$ cat config.mk
export PLATFORM = sky130hd
export DESIGN_NAME = activity_counted_keyed_cache_unit
export DESIGN_NICKNAME = d
export VERILOG_FILES = /design/src/rtl/ackc_pkg.sv /design/src/rtl/activity_counted_keyed_cache_unit.sv /design/src/rtl/ackc_ctrl.sv /design/src/rtl/ackc_dpath.sv
export SDC_FILE = /design/constraint.sdc
export NUM_CORES = 1
export LEC_CHECK = 0
export ABC_AREA = 1
export BUFFER_PORTS_ARGS = -buffer_cell sky130_fd_sc_hd__buf_4
export CAP_MARGIN = 20
export CORE_ASPECT_RATIO = 1.2
export CORE_MARGIN = 1
export CORE_UTILIZATION = 40
export DETAILED_ROUTE_END_ITERATION = 10
export GPL_ROUTABILITY_DRIVEN = 0
export SLEW_MARGIN = 20
export SYNTH_ARGS = -nofsm -noshare
export SYNTH_HDL_FRONTEND = slang
export SYNTH_SLANG_ARGS = --single-unit
$ cat constraint.sdc
create_clock -name clock -period 9.4 [get_ports clock]
set_clock_uncertainty 0.1 [all_clocks]
set_input_delay 0.47 -clock clock [delete_from_list [all_inputs] [get_ports clock]]
set_output_delay 0.47 -clock clock [all_outputs]
set_load 0.02 [all_outputs]
$ cat src/rtl/ackc_pkg.sv
// ----------------------------------------------------------------------------
// ackc_pkg
// Shared types and constants for the keyed cache with use counts.
// ----------------------------------------------------------------------------
package ackc_pkg;

   // Table geometry
   localparam int CAPACITY = 8;
   localparam int IDX_W    = (CAPACITY > 1) ? $clog2(CAPACITY) : 1;
   localparam int CNT_W    = $clog2(CAPACITY + 1);
   localparam int CFG_W    = 4;
   localparam int LIM_W    = (CNT_W > CFG_W) ? CNT_W : CFG_W;
   localparam int KEY_W    = 32;
   localparam int HDL_W    = 32;
   localparam int ACT_W    = 32;

   // Reset value of the entry limit register
   localparam logic [CFG_W-1:0] MAX_ENTRIES_RESET = 4'd5;

   // Keys that are never evicted ('#USE' and '#AGE')
   localparam logic [KEY_W-1:0] KEY_USE = 32'h2355_5345;
   localparam logic [KEY_W-1:0] KEY_AGE = 32'h2341_4745;

   // Operation codes
   localparam logic [1:0] MODE_ADD    = 2'd0;
   localparam logic [1:0] MODE_GET    = 2'd1;
   localparam logic [1:0] MODE_REMOVE = 2'd2;

   // Status codes
   localparam logic [1:0] STAT_OK   = 2'd0;
   localparam logic [1:0] STAT_MISS = 2'd1;
   localparam logic [1:0] STAT_FULL = 2'd2;

   // Request beat
   typedef struct packed {
      logic [1:0]       mode;
      logic [KEY_W-1:0] key;
      logic [HDL_W-1:0] handle;
   } req_type;

   // Response beat
   typedef struct packed {
      logic [1:0]       status;
      logic [HDL_W-1:0] found_handle;
      logic             evicted;
      logic [KEY_W-1:0] evicted_key;
   } rsp_type;

   // Commands from the controller to the datapath
   typedef struct packed {
      logic             load;
      logic             scan;
      logic [IDX_W-1:0] idx;
      logic             exec;
   } cmd_type;

endpackage

$ cat src/rtl/activity_counted_keyed_cache_unit.sv
// ----------------------------------------------------------------------------
// activity_counted_keyed_cache_unit
// Keyed cache of up to eight key/handle entries with per-entry use counts.
// ----------------------------------------------------------------------------
// An operation is taken when start is high and busy is low. The unit then
// walks its eight slots one per cycle to find the key, the lowest free slot,
// the occupancy and the eviction candidate, and then updates the table in the
// exec state: busy stays high through the scan and the update, and the
// result beat appears on rsp_data with rsp_strobe high in the cycle after the
// update, for that one cycle only; the receiver must take it then, since it
// cannot stall the unit. A new operation may be started in the cycle the
// result is shown.
// The entry limit is written through csr_valid/csr_data (always ready) and
// should only be changed while the unit is not busy.
// ----------------------------------------------------------------------------
module activity_counted_keyed_cache_unit (
   input  logic                       clock,
   input  logic                       reset,
   input  logic                       start,
   output logic                       busy,
   input  ackc_pkg::req_type          req_data,
   input  logic                       csr_valid,
   output logic                       csr_ready,
   input  logic [ackc_pkg::CFG_W-1:0] csr_data,
   output logic                       rsp_strobe,
   output ackc_pkg::rsp_type          rsp_data
);

   ackc_pkg::cmd_type cmd;

   // Sequencer
   ackc_ctrl u_ctrl (
      .clock (clock),
      .reset (reset),
      .start (start),
      .busy  (busy),
      .cmd   (cmd)
   );

   // Table and response path
   ackc_dpath u_dpath (
      .clock      (clock),
      .reset      (reset),
      .cmd        (cmd),
      .req_data   (req_data),
      .csr_valid  (csr_valid),
      .csr_ready  (csr_ready),
      .csr_data   (csr_data),
      .rsp_strobe (rsp_strobe),
      .rsp_data   (rsp_data)
   );

endmodule

$ cat src/rtl/ackc_ctrl.sv
// ----------------------------------------------------------------------------
// ackc_ctrl
// Sequencer: accepts a request, walks the table one slot per cycle, then
// issues the single update-and-respond step.
// ----------------------------------------------------------------------------
module ackc_ctrl (
   input  logic              clock,
   input  logic              reset,
   input  logic              start,
   output logic              busy,
   output ackc_pkg::cmd_type cmd
);

   typedef enum logic [2:0] {
      S_IDLE = 3'b001,
      S_SCAN = 3'b010,
      S_EXEC = 3'b100
   } state_type;

   state_type                  state_ff, state_in;
   logic [ackc_pkg::IDX_W-1:0] idx_ff, idx_in;
   logic                       last_slot;

   assign last_slot = (idx_ff == ackc_pkg::IDX_W'(ackc_pkg::CAPACITY - 1));

   // Next state and slot counter
   always_comb begin
      state_in = state_ff;
      idx_in   = idx_ff;
      unique case (state_ff)
         S_IDLE: begin
            if (start) begin
               state_in = S_SCAN;
               idx_in   = '0;
            end
         end
         S_SCAN: begin
            if (last_slot) begin
               state_in = S_EXEC;
            end else begin
               idx_in = idx_ff + 1'b1;
            end
         end
         S_EXEC: begin
            state_in = S_IDLE;
         end
         default: begin
            state_in = S_IDLE;
         end
      endcase
   end

   always_ff @(posedge clock) begin
      if (reset) begin
         state_ff <= S_IDLE;
         idx_ff   <= '0;
      end else begin
         state_ff <= state_in;
         idx_ff   <= idx_in;
      end
   end

   // Drive commands
   assign busy     = (state_ff != S_IDLE);
   assign cmd.load = (state_ff == S_IDLE) && start;
   assign cmd.scan = (state_ff == S_SCAN);
   assign cmd.idx  = idx_ff;
   assign cmd.exec = (state_ff == S_EXEC);

endmodule

$ cat src/rtl/ackc_dpath.sv
// ----------------------------------------------------------------------------
// ackc_dpath
// Entry storage, limit register, scan accumulators and the response register.
// ----------------------------------------------------------------------------
module ackc_dpath (
   input  logic                       clock,
   input  logic                       reset,
   input  ackc_pkg::cmd_type          cmd,
   input  ackc_pkg::req_type          req_data,
   input  logic                       csr_valid,
   output logic                       csr_ready,
   input  logic [ackc_pkg::CFG_W-1:0] csr_data,
   output logic                       rsp_strobe,
   output ackc_pkg::rsp_type          rsp_data
);

   localparam int IW = ackc_pkg::IDX_W;
   localparam int CW = ackc_pkg::CNT_W;
   localparam int LW = ackc_pkg::LIM_W;

   // Entry storage
   logic [ackc_pkg::CAPACITY-1:0] valid_ff, valid_in;
   logic [ackc_pkg::KEY_W-1:0]    key_ff [ackc_pkg::CAPACITY];
   logic [ackc_pkg::HDL_W-1:0]    hdl_ff [ackc_pkg::CAPACITY];
   logic [ackc_pkg::ACT_W-1:0]    act_ff [ackc_pkg::CAPACITY];

   // Limit register and latched request
   logic [ackc_pkg::CFG_W-1:0] max_ff;
   ackc_pkg::req_type          req_ff;

   // Scan accumulators
   logic                       hit_ff;
   logic [IW-1:0]              hit_slot_ff;
   logic [ackc_pkg::HDL_W-1:0] hit_hdl_ff;
   logic [ackc_pkg::ACT_W-1:0] hit_act_ff;
   logic                       free_ff;
   logic [IW-1:0]              free_slot_ff;
   logic [CW-1:0]              count_ff;
   logic                       vic_ff;
   logic [IW-1:0]              vic_slot_ff;
   logic [ackc_pkg::KEY_W-1:0] vic_key_ff;
   logic [ackc_pkg::ACT_W-1:0] vic_act_ff;

   // Response register
   logic              rsp_strobe_ff;
   ackc_pkg::rsp_type rsp_ff, rsp_in;

   // Entry write port
   logic                       wr_en;
   logic [IW-1:0]              wr_slot;
   logic [ackc_pkg::HDL_W-1:0] wr_hdl;
   logic [ackc_pkg::ACT_W-1:0] wr_act;
   logic                       clr_en, set_en;
   logic [IW-1:0]              clr_slot, set_slot;

   // Slot under scan
   logic                       rd_valid, rd_hit, rd_free, rd_vic;
   logic [ackc_pkg::KEY_W-1:0] rd_key;
   logic [ackc_pkg::ACT_W-1:0] rd_act;

   // Decision terms
   logic [LW-1:0] lim;
   logic          full;
   logic [IW-1:0] ins_slot;

   assign csr_ready = 1'b1;

   // Hold the entry limit
   always_ff @(posedge clock) begin
      if (reset) begin
         max_ff <= ackc_pkg::MAX_ENTRIES_RESET;
      end else if (csr_valid && csr_ready) begin
         max_ff <= csr_data;
      end
   end

   // Capture the request beat
   always_ff @(posedge clock) begin
      if (cmd.load) begin
         req_ff <= req_data;
      end
   end

   // Classify the slot under scan
   assign rd_valid = valid_ff[cmd.idx];
   assign rd_key   = key_ff[cmd.idx];
   assign rd_act   = act_ff[cmd.idx];
   assign rd_hit   = rd_valid && (rd_key == req_ff.key) && !hit_ff;
   assign rd_free  = !rd_valid && !free_ff;
   assign rd_vic   = rd_valid && (rd_key != ackc_pkg::KEY_USE) &&
                     (rd_key != ackc_pkg::KEY_AGE) &&
                     (!vic_ff || (rd_act < vic_act_ff) ||
                      ((rd_act == vic_act_ff) && (rd_key < vic_key_ff)));

   // Accumulate hit, free slot, occupancy and eviction candidate
   always_ff @(posedge clock) begin
      if (cmd.load) begin
         hit_ff   <= 1'b0;
         free_ff  <= 1'b0;
         vic_ff   <= 1'b0;
         count_ff <= '0;
      end else if (cmd.scan) begin
         count_ff <= count_ff + CW'(rd_valid);
         if (rd_hit) begin
            hit_ff      <= 1'b1;
            hit_slot_ff <= cmd.idx;
            hit_hdl_ff  <= hdl_ff[cmd.idx];
            hit_act_ff  <= rd_act;
         end
         if (rd_free) begin
            free_ff      <= 1'b1;
            free_slot_ff <= cmd.idx;
         end
         if (rd_vic) begin
            vic_ff      <= 1'b1;
            vic_slot_ff <= cmd.idx;
            vic_key_ff  <= rd_key;
            vic_act_ff  <= rd_act;
         end
      end
   end

   // Clamp the limit to 1..CAPACITY
   always_comb begin
      lim = LW'(max_ff);
      if (lim == '0) begin
         lim = LW'(1);
      end else if (lim > LW'(ackc_pkg::CAPACITY)) begin
         lim = LW'(ackc_pkg::CAPACITY);
      end
   end

   assign full     = (LW'(count_ff) >= lim);
   assign ins_slot = (full && !(free_ff && (free_slot_ff < vic_slot_ff))) ?
                     vic_slot_ff : free_slot_ff;

   // Decide the update and the response
   always_comb begin
      wr_en    = 1'b0;
      wr_slot  = hit_slot_ff;
      wr_hdl   = req_ff.handle;
      wr_act   = '0;
      clr_en   = 1'b0;
      clr_slot = hit_slot_ff;
      set_en   = 1'b0;
      set_slot = ins_slot;
      rsp_in   = '0;
      case (req_ff.mode)
         ackc_pkg::MODE_ADD: begin
            if (hit_ff) begin
               wr_en = (hit_hdl_ff != req_ff.handle);
            end else if (full && !vic_ff) begin
               rsp_in.status = ackc_pkg::STAT_FULL;
            end else begin
               wr_en   = 1'b1;
               wr_slot = ins_slot;
               set_en  = 1'b1;
               if (full) begin
                  clr_en              = 1'b1;
                  clr_slot            = vic_slot_ff;
                  rsp_in.evicted      = 1'b1;
                  rsp_in.evicted_key  = vic_key_ff;
               end
            end
         end
         ackc_pkg::MODE_GET: begin
            if (hit_ff) begin
               wr_en               = 1'b1;
               wr_hdl              = hit_hdl_ff;
               wr_act              = (&hit_act_ff) ? hit_act_ff : hit_act_ff + 1'b1;
               rsp_in.found_handle = hit_hdl_ff;
            end else begin
               rsp_in.status = ackc_pkg::STAT_MISS;
            end
         end
         ackc_pkg::MODE_REMOVE: begin
            if (hit_ff) begin
               clr_en = 1'b1;
            end else begin
               rsp_in.status = ackc_pkg::STAT_MISS;
            end
         end
         default: begin
            rsp_in = '0;
         end
      endcase
   end

   // Update valid bits: drop the victim or removed entry first, then mark the new entry
   always_comb begin
      valid_in = valid_ff;
      if (cmd.exec && clr_en) begin
         valid_in[clr_slot] = 1'b0;
      end
      if (cmd.exec && set_en) begin
         valid_in[set_slot] = 1'b1;
      end
   end

   always_ff @(posedge clock) begin
      if (reset) begin
         valid_ff <= '0;
      end else begin
         valid_ff <= valid_in;
      end
   end

   // Write the entry fields
   always_ff @(posedge clock) begin
      if (cmd.exec && wr_en) begin
         key_ff[wr_slot] <= req_ff.key;
         hdl_ff[wr_slot] <= wr_hdl;
         act_ff[wr_slot] <= wr_act;
      end
   end

   // Present the response beat for one cycle
   always_ff @(posedge clock) begin
      if (reset) begin
         rsp_strobe_ff <= 1'b0;
      end else begin
         rsp_strobe_ff <= cmd.exec;
      end
   end

   always_ff @(posedge clock) begin
      if (cmd.exec) begin
         rsp_ff <= rsp_in;
      end
   end

   assign rsp_strobe = rsp_strobe_ff;
   assign rsp_data   = rsp_ff;

endmodule
==> flow_summary.json <==
{
  "arrival_ps": 6220,
  "die_h_um": 367,
  "syn2layout_area_growth_pct": 15.2,
  "startpoint_type": "flip-flop",
  "avgRoutedWirePerCell_um": 20.0,
  "grt_pass1_vias": 27735,
  "die_x_um": 306,
  "cts_tree": "built",
  "ios": 144,
  "port_buffers": 142,
  "vias": 28440,
  "timing.hold.ws_ps": 117,
  "ys_async_sr_fraction_pct": 0,
  "p_int_mw": 7.79,
  "ys_warn_count": 0,
  "hold_viol": 0,
  "fillers": 9800,
  "start_util_pct": 40.4,
  "post_cts_buffers": 0,
  "fmax_mhz": 166,
  "drtIter0Drc": 2334,
  "hold_depth": 4,
  "end_kind": "flip-flop",
  "cts_buffers": 108,
  "cpMostUsedCell": "nand2_1",
  "hpwl_um": 61900,
  "antenna_found_initial": 0,
  "syn-num-nets": 3836,
  "grt-ovfl-total": 0,
  "wl_um": 108000,
  "rsz0062_at_grt": "no",
  "viasPerCell": 5.27,
  "power_frac_clock_pct": 43.2,
  "switching_share_pct": 20.9,
  "grt_pass1_wl_um": 165000,
  "cts_buffer_depth": 3,
  "firstDrtPassIters": 6,
  "vdd_drop_max_mv": 0.142,
  "pwr-share-seq_pct": 53.7,
  "synth_ff_type": "edfxtp_1",
  "rows": 133,
  "r2r.worst_path.cells": 16,
  "synth-seq-cells": 1067,
  "cp_top_family": "buffers and inverters",
  "slew_headroom_pct": 26.4,
  "finish.net_count": 4039,
  "crit_type": "reg2reg",
  "yosysSeqAreaShare_pct": 71.6,
  "p_leak_nw": 18.1,
  "synth_edf_count": 1038,
  "avgSynthCellArea_sq_um": 12.0,
  "cp_num_cells": 16,
  "post-route-period-util_pct": 63.9,
  "power_density_nw_per_um2": 193,
  "hold_class": "in2reg",
  "worstPathMaxFanout": 54,
  "drtAntennaViolNets": 0,
  "path_cells": "clkinv_2, buf_4, nor2_1, o21ai_0, a31oi_1, ha_1, inv_1, o21bai_1, a221oi_1, o21ai_0, nand2_1, nand2_1, nand2_1, a21oi_1, a21oi_4, buf_4",
  "path_buf_inv": 4,
  "ctsResizeCount": 0,
  "synth.distinct_cells": 50,
  "clock-sinks": 1067,
  "comb_power_share_pct": 3.0,
  "synth_top_cell_by_area": "edfxtp_1",
  "synth.cell_area_sq_um": 44300,
  "setup_viol": 0,
  "yosys-top-cells-count": "edfxtp_1, nor2_1, o21ai_0, nand2_1, inv_1",
  "finalMaxSlewViolations": 0,
  "drive_gt1_share_pct": 10.3,
  "cts-root-buf": "clkbuf_16",
  "clk_pin_slew_ps": 60,
  "cp_slowest_cell": "clkinv_2",
  "synthCells": 3684,
  "yosys-top-cells-area": "edfxtp_1, nor2_1, o21ai_0",
  "setup_tns_ps": 0,
  "yosysMostFrequentCell": "edfxtp_1",
  "fp.dieArea_sq_um": 112000,
  "max_slew.worst_pin.slew_ps": 1100,
  "diodes": 0,
  "grt_max_degree": 191,
  "power_switching_mw": 2.06,
  "yosysTopAreaCellShare_pct": 70.3,
  "period_minus_slack_ps": 6010,
  "worstPathRequired_ps": 9610,
  "worst_path_largest_cell_delay_ps": 940,
  "drv_cap": 0,
  "status": "finished, final reports clean",
  "cts_hold_buf": 77,
  "worstSkewPairLatency_ps": 700,
  "track_usage_pct": 19.1,
  "htree_levels": 3,
  "core_sq_um": 110000,
  "drc_errors": 0
}
==> flip-flops by register name (all words and copies together) (netlist names), 3 cells and up, named ones only <==
register and count:
u_dpath.key_ff 256, u_dpath.hit_act_ff 32, u_dpath.count_ff 4, u_ctrl.state_ff 3, u_dpath.free_slot_ff 3, u_dpath.valid_ff 8, u_ctrl.idx_ff 3, u_dpath.act_ff 256
u_dpath.vic_key_ff 32, u_dpath.max_ff 4, u_dpath.rsp_data 67, u_dpath.vic_act_ff 32, u_dpath.vic_slot_ff 3, u_dpath.hdl_ff 256, u_dpath.hit_slot_ff 3, u_dpath.hit_hdl_ff 32
u_dpath.req_ff 66
==> worst min-delay path: stages <==
cell     delay (ps)
buf_4           110
inv_1           130
a21oi_1          80
o21ai_0          70
==> metrics by stage <==
step	power (mW)	cells	setup slack (ps)	utilization [%]	area, sq um
floorplan	5.55	3684	45.5	-	44300
global placement	5.66	5116	3390	42.6	46700
detailed placement	5.66	5116	3330	42.6	46700
CTS	9.93	5397	3320	46.5	51000
global route	10.1	5398	2950	46.6	51100
finish	9.85	5398	3390	46.6	51100
==> layout make-up <==
| class | instances | area [sq um] | share of cell area, % |
|---|---|---|---|
| clock buffers | 131 | 2860 | 5.60 |
| well taps | 1417 | 1770 | 3.47 |
| inverters | 284 | 1080 | 2.11 |
| flip-flops and latches | 1067 | 31800 | 62.2 |
| clock inverters | 73 | 659 | 1.29 |
| repair buffers | 261 | 2200 | 4.31 |
| multi-input cells | 2165 | 10700 | 21.0 |
==> layout by cell type (no fill, tap or decap), drive strengths merged, types with 3 or more instances in the layout <==
cell,count
o21ai,485
a211oi,7
o22ai,71
clkinv,57
ha,78
o21a,3
nor2,825
a31oi,67
o221ai,3
inv,285
or2,4
nand4,28
nor3,34
o211ai,27
dlygate4sd3,77
bufinv,10
nand3b,7
nor4,9
xor2,22
dfxtp,29
o2111ai,5
nand2,334
edfxtp,1038
o21bai,16
xnor2,15
nand3,55
clkbuf,131
a21oi,62
buf,184
clkinvlp,5
==> final timing paths <==
kind	from	to	slack, ps
min reg2reg	u_dpath.valid_ff[6]	u_dpath.valid_ff[6]	370
max reg2reg	flip-flop	u_dpath.vic_key_ff[13]	3390
min	start	u_ctrl.state_ff[0]	120
max	flip-flop	u_dpath.vic_key_ff[13]	3390
==> layer usage <==
metal | GRT usage (%) | vias to the layer above | part of all wire [%]
met4 | 6.53 | 0 | 2.9
met2 | 32.3 | 888 | 49
met1 | 25.3 | 13956 | 43
li1 | - | 13417 | -
met5 | 0 | - | 0
met3 | 2.44 | 179 | 5.7
==> power by group through the flow <==
stage / clock network, mW / logic [mW] / registers (mW)
after floorplan: 0 / 0.188 / 5.36
after global placement: 0 / 0.270 / 5.39
after detailed placement: 0 / 0.275 / 5.39
after CTS: 4.34 / 0.302 / 5.29
after global routing: 4.50 / 0.334 / 5.29
final: 4.26 / 0.300 / 5.29
==> logic make-up (layout without fill, tap and decap cells) <==
| logic type | after synthesis | count (layout) | synth area share (%) |
|---|---|---|---|
| AND/OR/NAND/NOR | 1299 | 1299 | 11.6 |
| flip-flops | 1067 | 1067 | 71.6 |
| AO/OA/AOI/OAI | 750 | 750 | 9.42 |
| buffers and inverters | 452 | 749 | 4.38 |
| adder cells (fa/ha/maj) | 78 | 78 | 2.20 |
| XOR/XNOR | 37 | 37 | 0.731 |
| other | 1 | 1 | 0.00846 |
No activity file was read; power rests on OpenSTA's default activity.
